**src/rtl/jsc_pkg.sv**
```systemverilog
// Package: shared types, codes and helpers of the JSON string codec.
package jsc_pkg;

  localparam int unsigned QueueDepth = 2;

  typedef enum logic [2:0] {
    ERR_NONE      = 3'd0,
    ERR_TRUNC     = 3'd1,
    ERR_BAD_ESC   = 3'd2,
    ERR_BAD_SURR  = 3'd3,
    ERR_BAD_ENC   = 3'd4,
    ERR_CTRL      = 3'd5
  } err_e;

  typedef enum logic [3:0] {
    PH_IDLE = 4'd0,
    PH_ESC  = 4'd1,
    PH_HEX0 = 4'd2,
    PH_HEX1 = 4'd3,
    PH_HEX2 = 4'd4,
    PH_HEX3 = 4'd5,
    PH_SBS  = 4'd6,
    PH_SU   = 4'd7,
    PH_SHX0 = 4'd8,
    PH_SHX1 = 4'd9,
    PH_SHX2 = 4'd10,
    PH_SHX3 = 4'd11,
    PH_UTF  = 4'd12
  } phase_e;

  typedef struct packed {
    logic [7:0] in_byte;
    logic       in_last;
  } in_word_t;

  typedef struct packed {
    logic [7:0] out_byte;
    logic       run_last;
    logic       string_end;
    logic [2:0] error;
  } out_word_t;

  // One classified input word: up to four bytes, or one error code.
  typedef struct packed {
    logic [3:0][7:0] bytes;
    logic [2:0]      count;
    logic            last;
    logic [2:0]      error;
  } job_t;

  function automatic logic [4:0] hex_val(input logic [7:0] b);
    logic [4:0] r;
    r = 5'd16;
    if (b >= 8'h30 && b <= 8'h39) r = 5'(b - 8'h30);
    else if (b >= 8'h41 && b <= 8'h46) r = 5'(b - 8'h41 + 8'd10);
    else if (b >= 8'h61 && b <= 8'h66) r = 5'(b - 8'h61 + 8'd10);
    return r;
  endfunction

  function automatic logic [2:0] lead_len(input logic [7:0] b);
    logic [2:0] r;
    if (b < 8'h80) r = 3'd1;
    else if (b < 8'hC0) r = 3'd0;
    else if (b < 8'hE0) r = 3'd2;
    else if (b < 8'hF0) r = 3'd3;
    else if (b < 8'hF5) r = 3'd4;
    else r = 3'd0;
    return r;
  endfunction

endpackage

```
**src/rtl/jsc_front.sv**
```systemverilog
// Front end: parses input words, keeps the escape and UTF-8 state, emits jobs.
module jsc_front import jsc_pkg::*; (
  input  logic     clk_i,
  input  logic     rst_ni,
  input  logic     mode_i,
  input  logic     clear_i,
  input  in_word_t in_i,
  input  logic     in_fire_i,
  output job_t     job_o,
  output logic     job_push_o
);

  phase_e      phase_q, phase_d;
  logic [15:0] hex_q, hex_d;
  logic [9:0]  high_q, high_d;
  logic [7:0]  pend_q [3];
  logic [7:0]  pend_d [3];
  logic [1:0]  need_q, need_d;
  logic        drop_q, drop_d;

  // Next-state and job logic.
  always_comb begin
    logic [7:0]  b;
    logic [4:0]  h;
    logic [15:0] acc;
    logic [20:0] cp;
    logic [2:0]  err, len, idx;
    logic        ok, emit_cp;
    b = in_i.in_byte;
    h = hex_val(b);
    acc = {hex_q[11:0], h[3:0]};
    cp = 21'(acc);
    err = ERR_NONE;
    emit_cp = 1'b0;
    len = lead_len(pend_q[0]);
    idx = len - {1'b0, need_q};
    ok = 1'b0;
    phase_d = phase_q;
    hex_d = hex_q;
    high_d = high_q;
    pend_d = pend_q;
    need_d = need_q;
    drop_d = drop_q;
    job_o = '0;
    job_o.last = in_i.in_last;
    job_push_o = 1'b0;

    if (in_fire_i && drop_q) begin
      if (in_i.in_last) begin
        drop_d = 1'b0;
        phase_d = PH_IDLE;
        need_d = '0;
      end
    end else if (in_fire_i) begin
      if (phase_q == PH_UTF) begin
        phase_d = PH_IDLE;
        if (len < 3'd2 || need_q == 2'd0 || {1'b0, need_q} >= len) begin
          err = ERR_BAD_ENC;
        end else begin
          if (idx == 3'd1 && pend_q[0] == 8'hE0) ok = b >= 8'hA0 && b <= 8'hBF;
          else if (idx == 3'd1 && pend_q[0] == 8'hF0) ok = b >= 8'h90 && b <= 8'hBF;
          else ok = b >= 8'h80 && b <= 8'hBF;
          if (!ok) begin
            err = ERR_BAD_ENC;
            need_d = '0;
          end else if (need_q == 2'd1) begin
            for (int i = 0; i < 3; i++) job_o.bytes[i] = pend_q[i];
            job_o.bytes[idx[1:0]] = b;
            job_o.count = idx + 3'd1;
            need_d = '0;
          end else begin
            pend_d[idx[1:0]] = b;
            need_d = need_q - 2'd1;
            phase_d = PH_UTF;
          end
        end
      end else if (!mode_i) begin
        case (phase_q)
          PH_ESC: begin
            phase_d = PH_IDLE;
            job_o.count = 3'd1;
            case (b)
              8'h62: job_o.bytes[0] = 8'h08;
              8'h66: job_o.bytes[0] = 8'h0C;
              8'h6E: job_o.bytes[0] = 8'h0A;
              8'h72: job_o.bytes[0] = 8'h0D;
              8'h74: job_o.bytes[0] = 8'h09;
              8'h22, 8'h2F, 8'h5C: job_o.bytes[0] = b;
              8'h75: begin
                job_o.count = 3'd0;
                hex_d = '0;
                phase_d = PH_HEX0;
              end
              default: begin
                job_o.count = 3'd0;
                err = ERR_BAD_ESC;
              end
            endcase
          end
          PH_HEX0, PH_HEX1, PH_HEX2, PH_SHX0, PH_SHX1, PH_SHX2: begin
            if (h[4]) begin
              phase_d = PH_IDLE;
              err = ERR_BAD_ESC;
            end else begin
              hex_d = acc;
              phase_d = phase_e'(phase_q + 4'd1);
            end
          end
          PH_HEX3: begin
            phase_d = PH_IDLE;
            hex_d = acc;
            if (h[4]) err = ERR_BAD_ESC;
            else if (acc >= 16'hDC00 && acc <= 16'hDFFF) err = ERR_BAD_SURR;
            else if (acc >= 16'hD800) begin
              if (acc < 16'hDC00) begin
                high_d = acc[9:0];
                phase_d = PH_SBS;
              end else emit_cp = 1'b1;
            end else emit_cp = 1'b1;
          end
          PH_SHX3: begin
            phase_d = PH_IDLE;
            hex_d = acc;
            if (h[4]) err = ERR_BAD_ESC;
            else if (acc < 16'hDC00 || acc > 16'hDFFF) err = ERR_BAD_SURR;
            else begin
              cp = 21'h10000 + {1'b0, high_q, acc[9:0]};
              emit_cp = 1'b1;
            end
          end
          PH_SBS: begin
            if (b != 8'h5C) begin
              phase_d = PH_IDLE;
              err = ERR_BAD_SURR;
            end else phase_d = PH_SU;
          end
          PH_SU: begin
            if (b != 8'h75) begin
              phase_d = PH_IDLE;
              err = ERR_BAD_SURR;
            end else begin
              hex_d = '0;
              phase_d = PH_SHX0;
            end
          end
          default: begin
            phase_d = PH_IDLE;
            if (b < 8'h20 || b == 8'h7F) err = ERR_CTRL;
            else if (b == 8'h5C) phase_d = PH_ESC;
            else if (b < 8'h80) begin
              job_o.bytes[0] = b;
              job_o.count = 3'd1;
            end else if (lead_len(b) < 3'd2) err = ERR_BAD_ENC;
            else begin
              pend_d[0] = b;
              need_d = 2'(lead_len(b) - 3'd1);
              phase_d = PH_UTF;
            end
          end
        endcase
        if (emit_cp) begin
          if (cp < 21'h80) begin
            job_o.bytes[0] = cp[7:0];
            job_o.count = 3'd1;
          end else if (cp < 21'h800) begin
            job_o.bytes[0] = {3'b110, cp[10:6]};
            job_o.bytes[1] = {2'b10, cp[5:0]};
            job_o.count = 3'd2;
          end else if (cp < 21'h10000) begin
            job_o.bytes[0] = {4'b1110, cp[15:12]};
            job_o.bytes[1] = {2'b10, cp[11:6]};
            job_o.bytes[2] = {2'b10, cp[5:0]};
            job_o.count = 3'd3;
          end else begin
            job_o.bytes[0] = {5'b11110, cp[20:18]};
            job_o.bytes[1] = {2'b10, cp[17:12]};
            job_o.bytes[2] = {2'b10, cp[11:6]};
            job_o.bytes[3] = {2'b10, cp[5:0]};
            job_o.count = 3'd4;
          end
        end
      end else begin
        phase_d = PH_IDLE;
        job_o.bytes[0] = 8'h5C;
        job_o.count = 3'd2;
        case (b)
          8'h22: job_o.bytes[1] = 8'h22;
          8'h5C: job_o.bytes[1] = 8'h5C;
          8'h08: job_o.bytes[1] = 8'h62;
          8'h0C: job_o.bytes[1] = 8'h66;
          8'h0A: job_o.bytes[1] = 8'h6E;
          8'h0D: job_o.bytes[1] = 8'h72;
          8'h09: job_o.bytes[1] = 8'h74;
          default: begin
            job_o.count = 3'd0;
            if (b < 8'h20 || b == 8'h7F) err = ERR_BAD_ENC;
            else if (b < 8'h80) begin
              job_o.bytes[0] = b;
              job_o.count = 3'd1;
            end else if (lead_len(b) < 3'd2) err = ERR_BAD_ENC;
            else begin
              pend_d[0] = b;
              need_d = 2'(lead_len(b) - 3'd1);
              phase_d = PH_UTF;
            end
          end
        endcase
      end

      if (err == ERR_NONE && in_i.in_last && phase_d != PH_IDLE) err = ERR_TRUNC;
      if (err != ERR_NONE) begin
        job_o.count = 3'd1;
        job_o.bytes = '0;
        job_o.error = err;
        phase_d = PH_IDLE;
        hex_d = '0;
        high_d = '0;
        need_d = '0;
        drop_d = !in_i.in_last;
      end else if (in_i.in_last) begin
        phase_d = PH_IDLE;
        hex_d = '0;
        high_d = '0;
        need_d = '0;
      end
      job_push_o = job_o.count != 3'd0;
    end
  end

  always_ff @(posedge clk_i or negedge rst_ni) begin
    if (!rst_ni) begin
      phase_q <= PH_IDLE;
      hex_q <= '0;
      high_q <= '0;
      need_q <= '0;
      drop_q <= 1'b0;
    end else if (clear_i) begin
      phase_q <= PH_IDLE;
      hex_q <= '0;
      high_q <= '0;
      need_q <= '0;
      drop_q <= 1'b0;
    end else begin
      phase_q <= phase_d;
      hex_q <= hex_d;
      high_q <= high_d;
      need_q <= need_d;
      drop_q <= drop_d;
    end
  end

  always_ff @(posedge clk_i) begin
    pend_q <= pend_d;
  end

endmodule

```
**src/rtl/jsc_queue.sv**
```systemverilog
// Job queue between the front end and the output sequencer.
module jsc_queue import jsc_pkg::*; #(
  parameter int unsigned Depth = QueueDepth
) (
  input  logic clk_i,
  input  logic rst_ni,
  input  job_t wr_i,
  input  logic push_i,
  output logic full_o,
  output job_t rd_o,
  output logic empty_o,
  input  logic pop_i
);

  localparam int unsigned AW = (Depth > 1) ? $clog2(Depth) : 1;

  job_t            mem_q [Depth];
  logic [AW-1:0]   wp_q, rp_q;
  logic [AW:0]     cnt_q;

  assign full_o  = cnt_q == (AW+1)'(Depth);
  assign empty_o = cnt_q == '0;
  assign rd_o    = mem_q[rp_q];

  always_ff @(posedge clk_i) begin
    if (push_i) mem_q[wp_q] <= wr_i;
  end

  always_ff @(posedge clk_i or negedge rst_ni) begin
    if (!rst_ni) begin
      wp_q <= '0;
      rp_q <= '0;
      cnt_q <= '0;
    end else begin
      if (push_i) wp_q <= (wp_q == AW'(Depth - 1)) ? '0 : wp_q + 1'b1;
      if (pop_i) rp_q <= (rp_q == AW'(Depth - 1)) ? '0 : rp_q + 1'b1;
      cnt_q <= cnt_q + (AW+1)'(push_i) - (AW+1)'(pop_i);
    end
  end

endmodule

```
**src/rtl/jsc_back.sv**
```systemverilog
// Back end: steps through the bytes of each job into a registered output.
module jsc_back import jsc_pkg::*; (
  input  logic      clk_i,
  input  logic      rst_ni,
  input  job_t      job_i,
  input  logic      job_valid_i,
  output logic      job_pop_o,
  output out_word_t out_o,
  output logic      out_valid_o,
  input  logic      out_stall_i
);

  logic [1:0] sel_q;
  logic       ov_q;
  out_word_t  out_q;
  logic       load, fin;

  assign load = job_valid_i && (!ov_q || !out_stall_i);
  assign fin  = {1'b0, sel_q} + 3'd1 == job_i.count;
  assign job_pop_o = load && fin;
  assign out_o = out_q;
  assign out_valid_o = ov_q;

  always_ff @(posedge clk_i or negedge rst_ni) begin
    if (!rst_ni) begin
      sel_q <= '0;
      ov_q <= 1'b0;
    end else begin
      if (load) begin
        ov_q <= 1'b1;
        sel_q <= fin ? 2'd0 : sel_q + 2'd1;
      end else if (!out_stall_i) ov_q <= 1'b0;
    end
  end

  always_ff @(posedge clk_i) begin
    if (load) begin
      out_q.out_byte <= job_i.bytes[sel_q];
      out_q.run_last <= fin;
      out_q.string_end <= fin && job_i.last;
      out_q.error <= job_i.error;
    end
  end

endmodule

```
**src/rtl/json_string_codec_unit.sv**
```systemverilog
// Top level of the streaming JSON string escape/unescape codec.
// Takes one string byte per cycle while its job queue has room; each byte yields
// zero to four result words, delivered one per cycle by the output sequencer while
// the receiver does not stall. Mode writes clear the stream state and should only
// be made while the block is idle.
module json_string_codec_unit import jsc_pkg::*; #(
  parameter int unsigned Depth = QueueDepth
) (
  input  logic      clk_i,
  input  logic      rst_ni,
  input  in_word_t  in_i,
  input  logic      in_valid_i,
  output logic      in_stall_o,
  output out_word_t out_o,
  output logic      out_valid_o,
  input  logic      out_stall_i,
  input  logic      cfg_valid_i,
  output logic      cfg_ready_o,
  input  logic      cfg_data_i
);

  logic mode_q, full, empty, push, pop, fire, cfg_fire;
  job_t job, head;

  assign in_stall_o = full;
  assign fire = in_valid_i && !full;
  assign cfg_ready_o = 1'b1;
  assign cfg_fire = cfg_valid_i;

  always_ff @(posedge clk_i or negedge rst_ni) begin
    if (!rst_ni) mode_q <= 1'b0;
    else if (cfg_fire) mode_q <= cfg_data_i;
  end

  jsc_front u_front (
    .clk_i, .rst_ni, .mode_i(mode_q), .clear_i(cfg_fire), .in_i,
    .in_fire_i(fire), .job_o(job), .job_push_o(push)
  );

  jsc_queue #(.Depth(Depth)) u_queue (
    .clk_i, .rst_ni, .wr_i(job), .push_i(push), .full_o(full),
    .rd_o(head), .empty_o(empty), .pop_i(pop)
  );

  jsc_back u_back (
    .clk_i, .rst_ni, .job_i(head), .job_valid_i(!empty), .job_pop_o(pop),
    .out_o, .out_valid_o, .out_stall_i
  );

`ifndef SYNTHESIS
  a_err_single: assert property (@(posedge clk_i) disable iff (!rst_ni)
    out_valid_o && out_o.error != ERR_NONE |-> out_o.run_last && out_o.out_byte == 8'h00)
    else $error("error word not single");
  a_no_overflow: assert property (@(posedge clk_i) disable iff (!rst_ni)
    full |-> !push)
    else $error("queue overflow");
  a_end_is_run_last: assert property (@(posedge clk_i) disable iff (!rst_ni)
    out_valid_o && out_o.string_end |-> out_o.run_last)
    else $error("string end without run end");
`endif

endmodule

```
**config.mk**
```make
export PLATFORM = sky130hd
export DESIGN_NAME = json_string_codec_unit
export DESIGN_NICKNAME = d
export VERILOG_FILES = /design/src/rtl/jsc_pkg.sv /design/src/rtl/jsc_front.sv /design/src/rtl/jsc_queue.sv /design/src/rtl/jsc_back.sv /design/src/rtl/json_string_codec_unit.sv
export SDC_FILE = /design/constraint.sdc
export NUM_CORES = 1
export LEC_CHECK = 0
export ABC_CLOCK_PERIOD_IN_PS = 5600
export BUFFER_PORTS_ARGS = -buffer_cell sky130_fd_sc_hd__buf_4
export CORE_ASPECT_RATIO = 1.1
export CORE_UTILIZATION = 54
export CTS_CLUSTER_SIZE = 25
export DETAILED_ROUTE_END_ITERATION = 8
export GPL_ROUTABILITY_DRIVEN = 0
export PLACE_DENSITY = 0.74
export SLEW_MARGIN = 20
export SYNTH_ARGS = -nofsm -noshare
export SYNTH_HDL_FRONTEND = slang
export SYNTH_SLANG_ARGS = --single-unit
export TNS_END_PERCENT = 1
```
**constraint.sdc**
```tcl
create_clock -name clk_i -period 5.6 [get_ports clk_i]
set_clock_uncertainty 0.1 [all_clocks]
set_input_delay 0.56 -clock clk_i [delete_from_list [all_inputs] [get_ports clk_i]]
set_output_delay 0.56 -clock clk_i [all_outputs]
set_load 0.03 [all_outputs]
```
# Word level (Yosys, flattened, before mapping)
# Memories as Yosys holds them, arrays and structs flattened.
# Cells that the tools add are included.
# classes
n_lt_le_gt_ge	38
n_eq_ne	63
bitwise	4
mux	233
addsub	18
n_reduce_logical	56
# op_table
operator	count
$mux 35	10
$mux 21	7
$mux 3	47
$mux 10	12
$mux 12	10
$mux 8	15
$mux 4	26
$mux 24	4
$mux 2	45
$lt 8x8->1 const B	10
$mux 11	7
$eq 8x7->1 const B	8
$pmux 7 s7	1
$pmux 12 s4	1
$pmux 8 s6	1
$eq 8x4->1 const B	5
$mux 19	2
$ne 7x7->1 const B	5
$bwmux 32	1
$demux 8 s2	2
$ge 16x16->1 const B	2
$mux 16	2
$mux 1	30
$mux 25	1
other kinds (86)	158
# word_totals
reg_bits	74
elab_cells	431
mem_count	1
ramBits	78
in_bits	15
out_inout_bits	16
# memory_table
name	depth	width	rd	rd_clocked_by_memory_dff	wr	line	source
u_queue.mem_q	2	39	1	0	1	jsc_queue.sv:17	job_t mem_q [Depth];

# Depth between registers and ports, before layout
# depth
depth_word	38
ltp_mapped	17

# Modules after synthesis
# Synthesis repeated with hierarchy kept, for this count alone.
# unflattened
hier_cells	784
area_unflattened_um2	8883.5
# modules_own_cells
mod	area_per_inst_um2	seq_area_each_um2	n_inst	cells_each
jsc_front	4991.0	1446.4	1	601
jsc_queue	3022.9	2442.3	1	136
jsc_back	808.3	465.4	1	41
json_string_codec_unit	61.3	25.0	1	6

# Worst setup path after synthesis
# No wires, ideal clock.
# synth_timing
path_kind	in2reg
start	input port in_i[2] (netlist name)
end	memory u_queue.mem_q[0][0] (netlist name), enable pin
n_path_buf	2
path_stages	12
setup_slack_ns	1.161
t_arrival_ns	3.939
t_required_ns	5.100
cell_sequence	clkbuf_1 inv_1 ha_1 nor3b_1 a311oi_4 a21oi_2 clkbuf_1 o21ai_1 a32oi_1 a2111oi_4 a31oi_4 and2_1
# synth_via
elab_chain_cells	38
elab_cells_between_ends	184
# synth_lines
item	line	source
start, declared	json_string_codec_unit.sv:11	input in_word_t in_i,
branches (longest 30 deep; another with $add 17x20->21)	--	
$mux 35 *	jsc_front.sv:211	if (err != ERR_NONE) begin
$mux 35 *	jsc_front.sv:54	end else if (in_fire_i) begin
$mux 35 *	jsc_front.sv:48	if (in_fire_i && drop_q) begin
$reduce_bool 3->1 *	jsc_front.sv:226	job_push_o = job_o.count != 3'd0;
$mux 1 *	jsc_front.sv:54	
$mux 1 *	jsc_front.sv:48	
$mux 1 *	jsc_queue.sv:26	if (push_i) mem_q[wp_q] <= wr_i;
$mux 1 (implied by the code) *	jsc_queue.sv:26	
end, declared	jsc_queue.sv:17	
# Every way passes the cells marked *. The select of a mux whose other input is x is not followed.

# Worst setup path after layout
# layout_timing
start	register u_front.pend_q[20] (netlist name)
end	memory u_queue.mem_q[1][25] (netlist name), enable pin
# layout_via
elab_chain_cells	35
elab_cells_between_ends	57
# layout_lines
item	line	source
start, declared	jsc_front.sv:16	logic [7:0] pend_q [3];
start signal, assigned	jsc_front.sv:253	pend_q <= pend_d;
$lt 8x8->1	jsc_pkg.sv:66	else if (b < 8'hF5) r = 3'd4;
$mux 3	jsc_pkg.sv:66	
$mux 3	jsc_pkg.sv:65	else if (b < 8'hF0) r = 3'd3;
$mux 3	jsc_pkg.sv:64	else if (b < 8'hE0) r = 3'd2;
$mux 3	jsc_pkg.sv:63	else if (b < 8'hC0) r = 3'd0;
$mux 3	jsc_pkg.sv:62	if (b < 8'h80) r = 3'd1;
$sub 3x2->3	jsc_front.sv:36	idx = len - {1'b0, need_q};
$eq 3x1->1	jsc_front.sv:60, jsc_front.sv:61	
(+19 left out)	--	
$mux 35 *	jsc_front.sv:211	
$mux 35 *	jsc_front.sv:54	
$mux 35 *	jsc_front.sv:48	
$reduce_bool 3->1 *	jsc_front.sv:226	
$mux 1 *	jsc_front.sv:54	
$mux 1 *	jsc_front.sv:48	
$mux 1 *	jsc_queue.sv:26	
$mux 1 (implied by the code) *	jsc_queue.sv:26	
# Every way passes the cells marked *; elsewhere a longest branch is shown, timed or not. The select of a mux whose other input is x is not followed.

==> results.json <==
{
  "synthXorXnorAreaFrac_pct": 1.46,
  "r2r_cells": 14,
  "cts_tree": "built",
  "synth-simple-area-share_pct": 14.1,
  "hp-class": "in -> async",
  "rsz0062_at_grt": "false",
  "yosysTopAreaCellShare_pct": 38.5,
  "grt_max_degree": 40,
  "dr.first_iter.drc_count": 1038,
  "initial_core_util_pct": 55.0,
  "critical_path_class": "reg -> reg",
  "yosys-top-cells-count": "edfxtp_1 (115), nand2_1 (92), nor2_1 (48)",
  "io_pins": 31,
  "synthToLayoutAreaGrowth_pct": 11.0,
  "syn-cell-area_mm2": 0.00897,
  "die_h_um": 137,
  "start_kind": "register",
  "ys_seq_elements": 152,
  "synthMuxAreaShare_pct": 11.6,
  "period_needed_ns": 4.34,
  "dp_hpwl_um": 17200,
  "n_fill_cell": 1288,
  "antenna_cells": 0,
  "nNetsFinal": 864,
  "grt_pass1_vias": 6947,
  "synthCells": 818,
  "grt_pass1_wl_um": 38800,
  "maxSlewViolCount": 0,
  "crit_path_max_incr_delay_ns": 0.48,
  "cts.sinks": 152,
  "worstMarginPinSlew_ns": 1.00,
  "cts.clk_slew.worst_paths_ns": 0.06,
  "syn_area_per_cell_um2": 11.0,
  "post_cts_buffers": 0,
  "path_cells": "o21a_1 -> ha_1 -> inv_1 -> fa_1 -> inv_1 -> ha_1 -> nand4_1 -> o21a_1 -> nand2_1 -> a221o_1 -> a2111oi_4 -> a31oi_4 -> and2_1 -> buf_4",
  "hold_violations": 0,
  "crit_fanout": 39,
  "die_x_um": 125,
  "ctsResizeCount": 0,
  "grtUsageTotal_pct": 30.2,
  "synth_area_leader_cell": "edfxtp_1",
  "cp.arrival_ns": 4.30,
  "synth-compound-area-share_pct": 16.5,
  "setup_viol": 0,
  "max_slew_margin_pct": 32.3,
  "outcome": "complete, no violations",
  "vias": 7166,
  "seq_area_frac_synth_pct": 48.8,
  "ys_types": 86,
  "ir_drop_mv": 0.249,
  "fin_tns_setup_ns": 0,
  "htree_num_levels": 4,
  "clk-insertion-delay-late_ns": 0.43,
  "design.die.area_mm2": 0.0171,
  "drc": 0,
  "wl_um": 24700,
  "drive_above_1_share_pct": 16.9,
  "synth_edf_count": 115,
  "dp_slack_ns": 0.907,
  "synth_top_family_by_area": "compound AO/OA/AOI/OAI gates",
  "timing.final.crit_share_pct": 77.5,
  "fp-row-count": 49,
  "wl_per_cell_um": 23.6,
  "synthTopCellsByArea": "edfxtp_1 (38%), dfrtp_1 (10%), mux2_2 (4.0%)",
  "vias_per_cell": 6.86,
  "coreArea_mm2": 0.0163,
  "synth_flop_cell": "edfxtp_1",
  "grt_overflow": 0,
  "max_freq_mhz": 230,
  "powerDensity_mw_per_mm2": 382,
  "clock-root-buffer": "clkbuf_16",
  "p_leak_nw": 3.64,
  "yosys.cell_count.top_type": "edfxtp_1",
  "numCtsBuffers": 17,
  "worstPathRequired_ns": 5.56,
  "fin_ws_ns": 1.26,
  "cap_violations": 0,
  "ys_warn_count": 0,
  "synthArstFlopShare_pct": 24.3,
  "ant_nets": 0,
  "dr.pass1.iters": 8,
  "antenna_found_initial": 0,
  "synthAdderAreaFrac_pct": 3.01,
  "clockBufferDepth": 2,
  "critPathCaptureType": "register",
  "cp_slowest_cell": "edfxtp_1",
  "hold_buffers": 0,
  "port_buffers": 29
}
==> layout by cell type, fill, tap and decap left out, types with 8 or more instances in the layout <==
| cell | count |
|---|---|
| edfxtp_1 | 115 |
| buf_4 | 42 |
| ha_1 | 20 |
| nand2_1 | 91 |
| o21ai_1 | 8 |
| nor3_1 | 25 |
| inv_1 | 42 |
| a21o_1 | 9 |
| nor2b_1 | 11 |
| a211oi_1 | 13 |
| a22oi_1 | 11 |
| mux2_2 | 32 |
| dfrtp_1 | 37 |
| clkbuf_16 | 17 |
| a22o_1 | 14 |
| mux2i_1 | 32 |
| nand3_1 | 14 |
| a21oi_1 | 42 |
| xnor2_1 | 9 |
| nor2_1 | 48 |
| and2_1 | 11 |
| o21ai_0 | 25 |
| mux4_2 | 16 |
| nand4_1 | 8 |
==> critical path, delay by kind of cell (launching register included) <==
kind / cells / cell delay (ns)
AOI/OAI and AO/OA: 5 / 1.21
adders and majority gates: 3 / 1.01
buffers and inverters: 3 / 0.62
and+or+nand+nor: 3 / 0.53
DFF: 1 / 0.48
==> path summary, 6_finish.rpt <==
kind,startpoint,to,slack (ns)
max,u_front.pend_q[20],u_queue.mem_q[1][25],1.26
min,rst_ni,u_front.need_q[1],0.02
max reg2reg,u_front.pend_q[20],u_queue.mem_q[1][25],1.26
min reg2reg,u_back.out_valid_o,u_back.out_valid_o,0.40
max in group asynchronous,rst_ni,u_front.hex_q[0],4.98
min in group clk_i,cfg_valid_i,u_front.drop_q,0.23
==> flip-flops by register name, indices dropped and copies added, names as in the netlist <==
register            flops
mode_q                  1
u_back.out_o           13
u_back.out_valid_o      1
u_back.sel_q            2
u_front.drop_q          1
u_front.hex_q          12
u_front.high_q         10
u_front.need_q          2
u_front.pend_q         24
u_front.phase_q         4
u_queue.cnt_q           2
u_queue.mem_q          78
u_queue.rp_q            1
u_queue.wp_q            1
==> per-stage QoR <==
step           hold WS [ns]  std cells  utilization [%]  power, mW  area (µm²)
2_1_floorplan         0.164        819                -       2.29        8970
3_3_place_gp          0.365       1013             57.1       2.55        9310
3_5_place_dp          0.387       1013             57.1       2.58        9310
4_1_cts              0.0291       1045             61.0       3.82        9950
5_1_grt              0.0512       1045             61.1       3.95        9960
6_report             0.0216       1045             61.1       3.80        9960
==> area by class of cell <==
| type | instances | area (µm²) | share of cell area (%) |
|---|---|---|---|
| clock buffers | 22 | 484 | 4.86 |
| clock inverters | 10 | 165 | 1.66 |
| inverters | 42 | 158 | 1.58 |
| multi-input cells | 573 | 4200 | 42.2 |
| flip-flops and latches | 152 | 4380 | 44.0 |
| well taps | 204 | 255 | 2.56 |
| repair buffers | 42 | 315 | 3.17 |
==> power breakdown <==
| part | switching [mW] | leakage (nW) | internal [mW] |
|---|---|---|---|
| clock | 0.445 | 0.309 | 0.795 |
| combinational | 0.584 | 1.75 | 0.426 |
| sequential | 0.103 | 1.58 | 1.45 |
| total | 1.13 | 3.64 | 2.67 |
==> kinds of logic (layout without fill, tap and decap cells) <==
| family | count (synthesis) | in the layout |
|---|---|---|
| AO/OA/AOI/OAI | 200 | 200 |
| adder cells (fa/ha/maj) | 21 | 21 |
| buffers and inverters | 94 | 116 |
| flip-flops | 152 | 152 |
| multiplexers | 80 | 80 |
| XOR/XNOR | 15 | 15 |
| AND/OR/NAND/NOR | 254 | 254 |
| other | 2 | 3 |
==> routing by layer <==
| metal | track usage [%] | wire length, µm | vias to the layer above |
|---|---|---|---|
| li1 | - | - | 3112 |
| met1 | 37.5 | 9530 | 3446 |
| met2 | 50.7 | 11900 | 512 |
| met3 | 6.95 | 2360 | 96 |
| met4 | 13.6 | 937 | 0 |
| met5 | 0 | 0 | - |
Power figures use the tool's default switching activity.
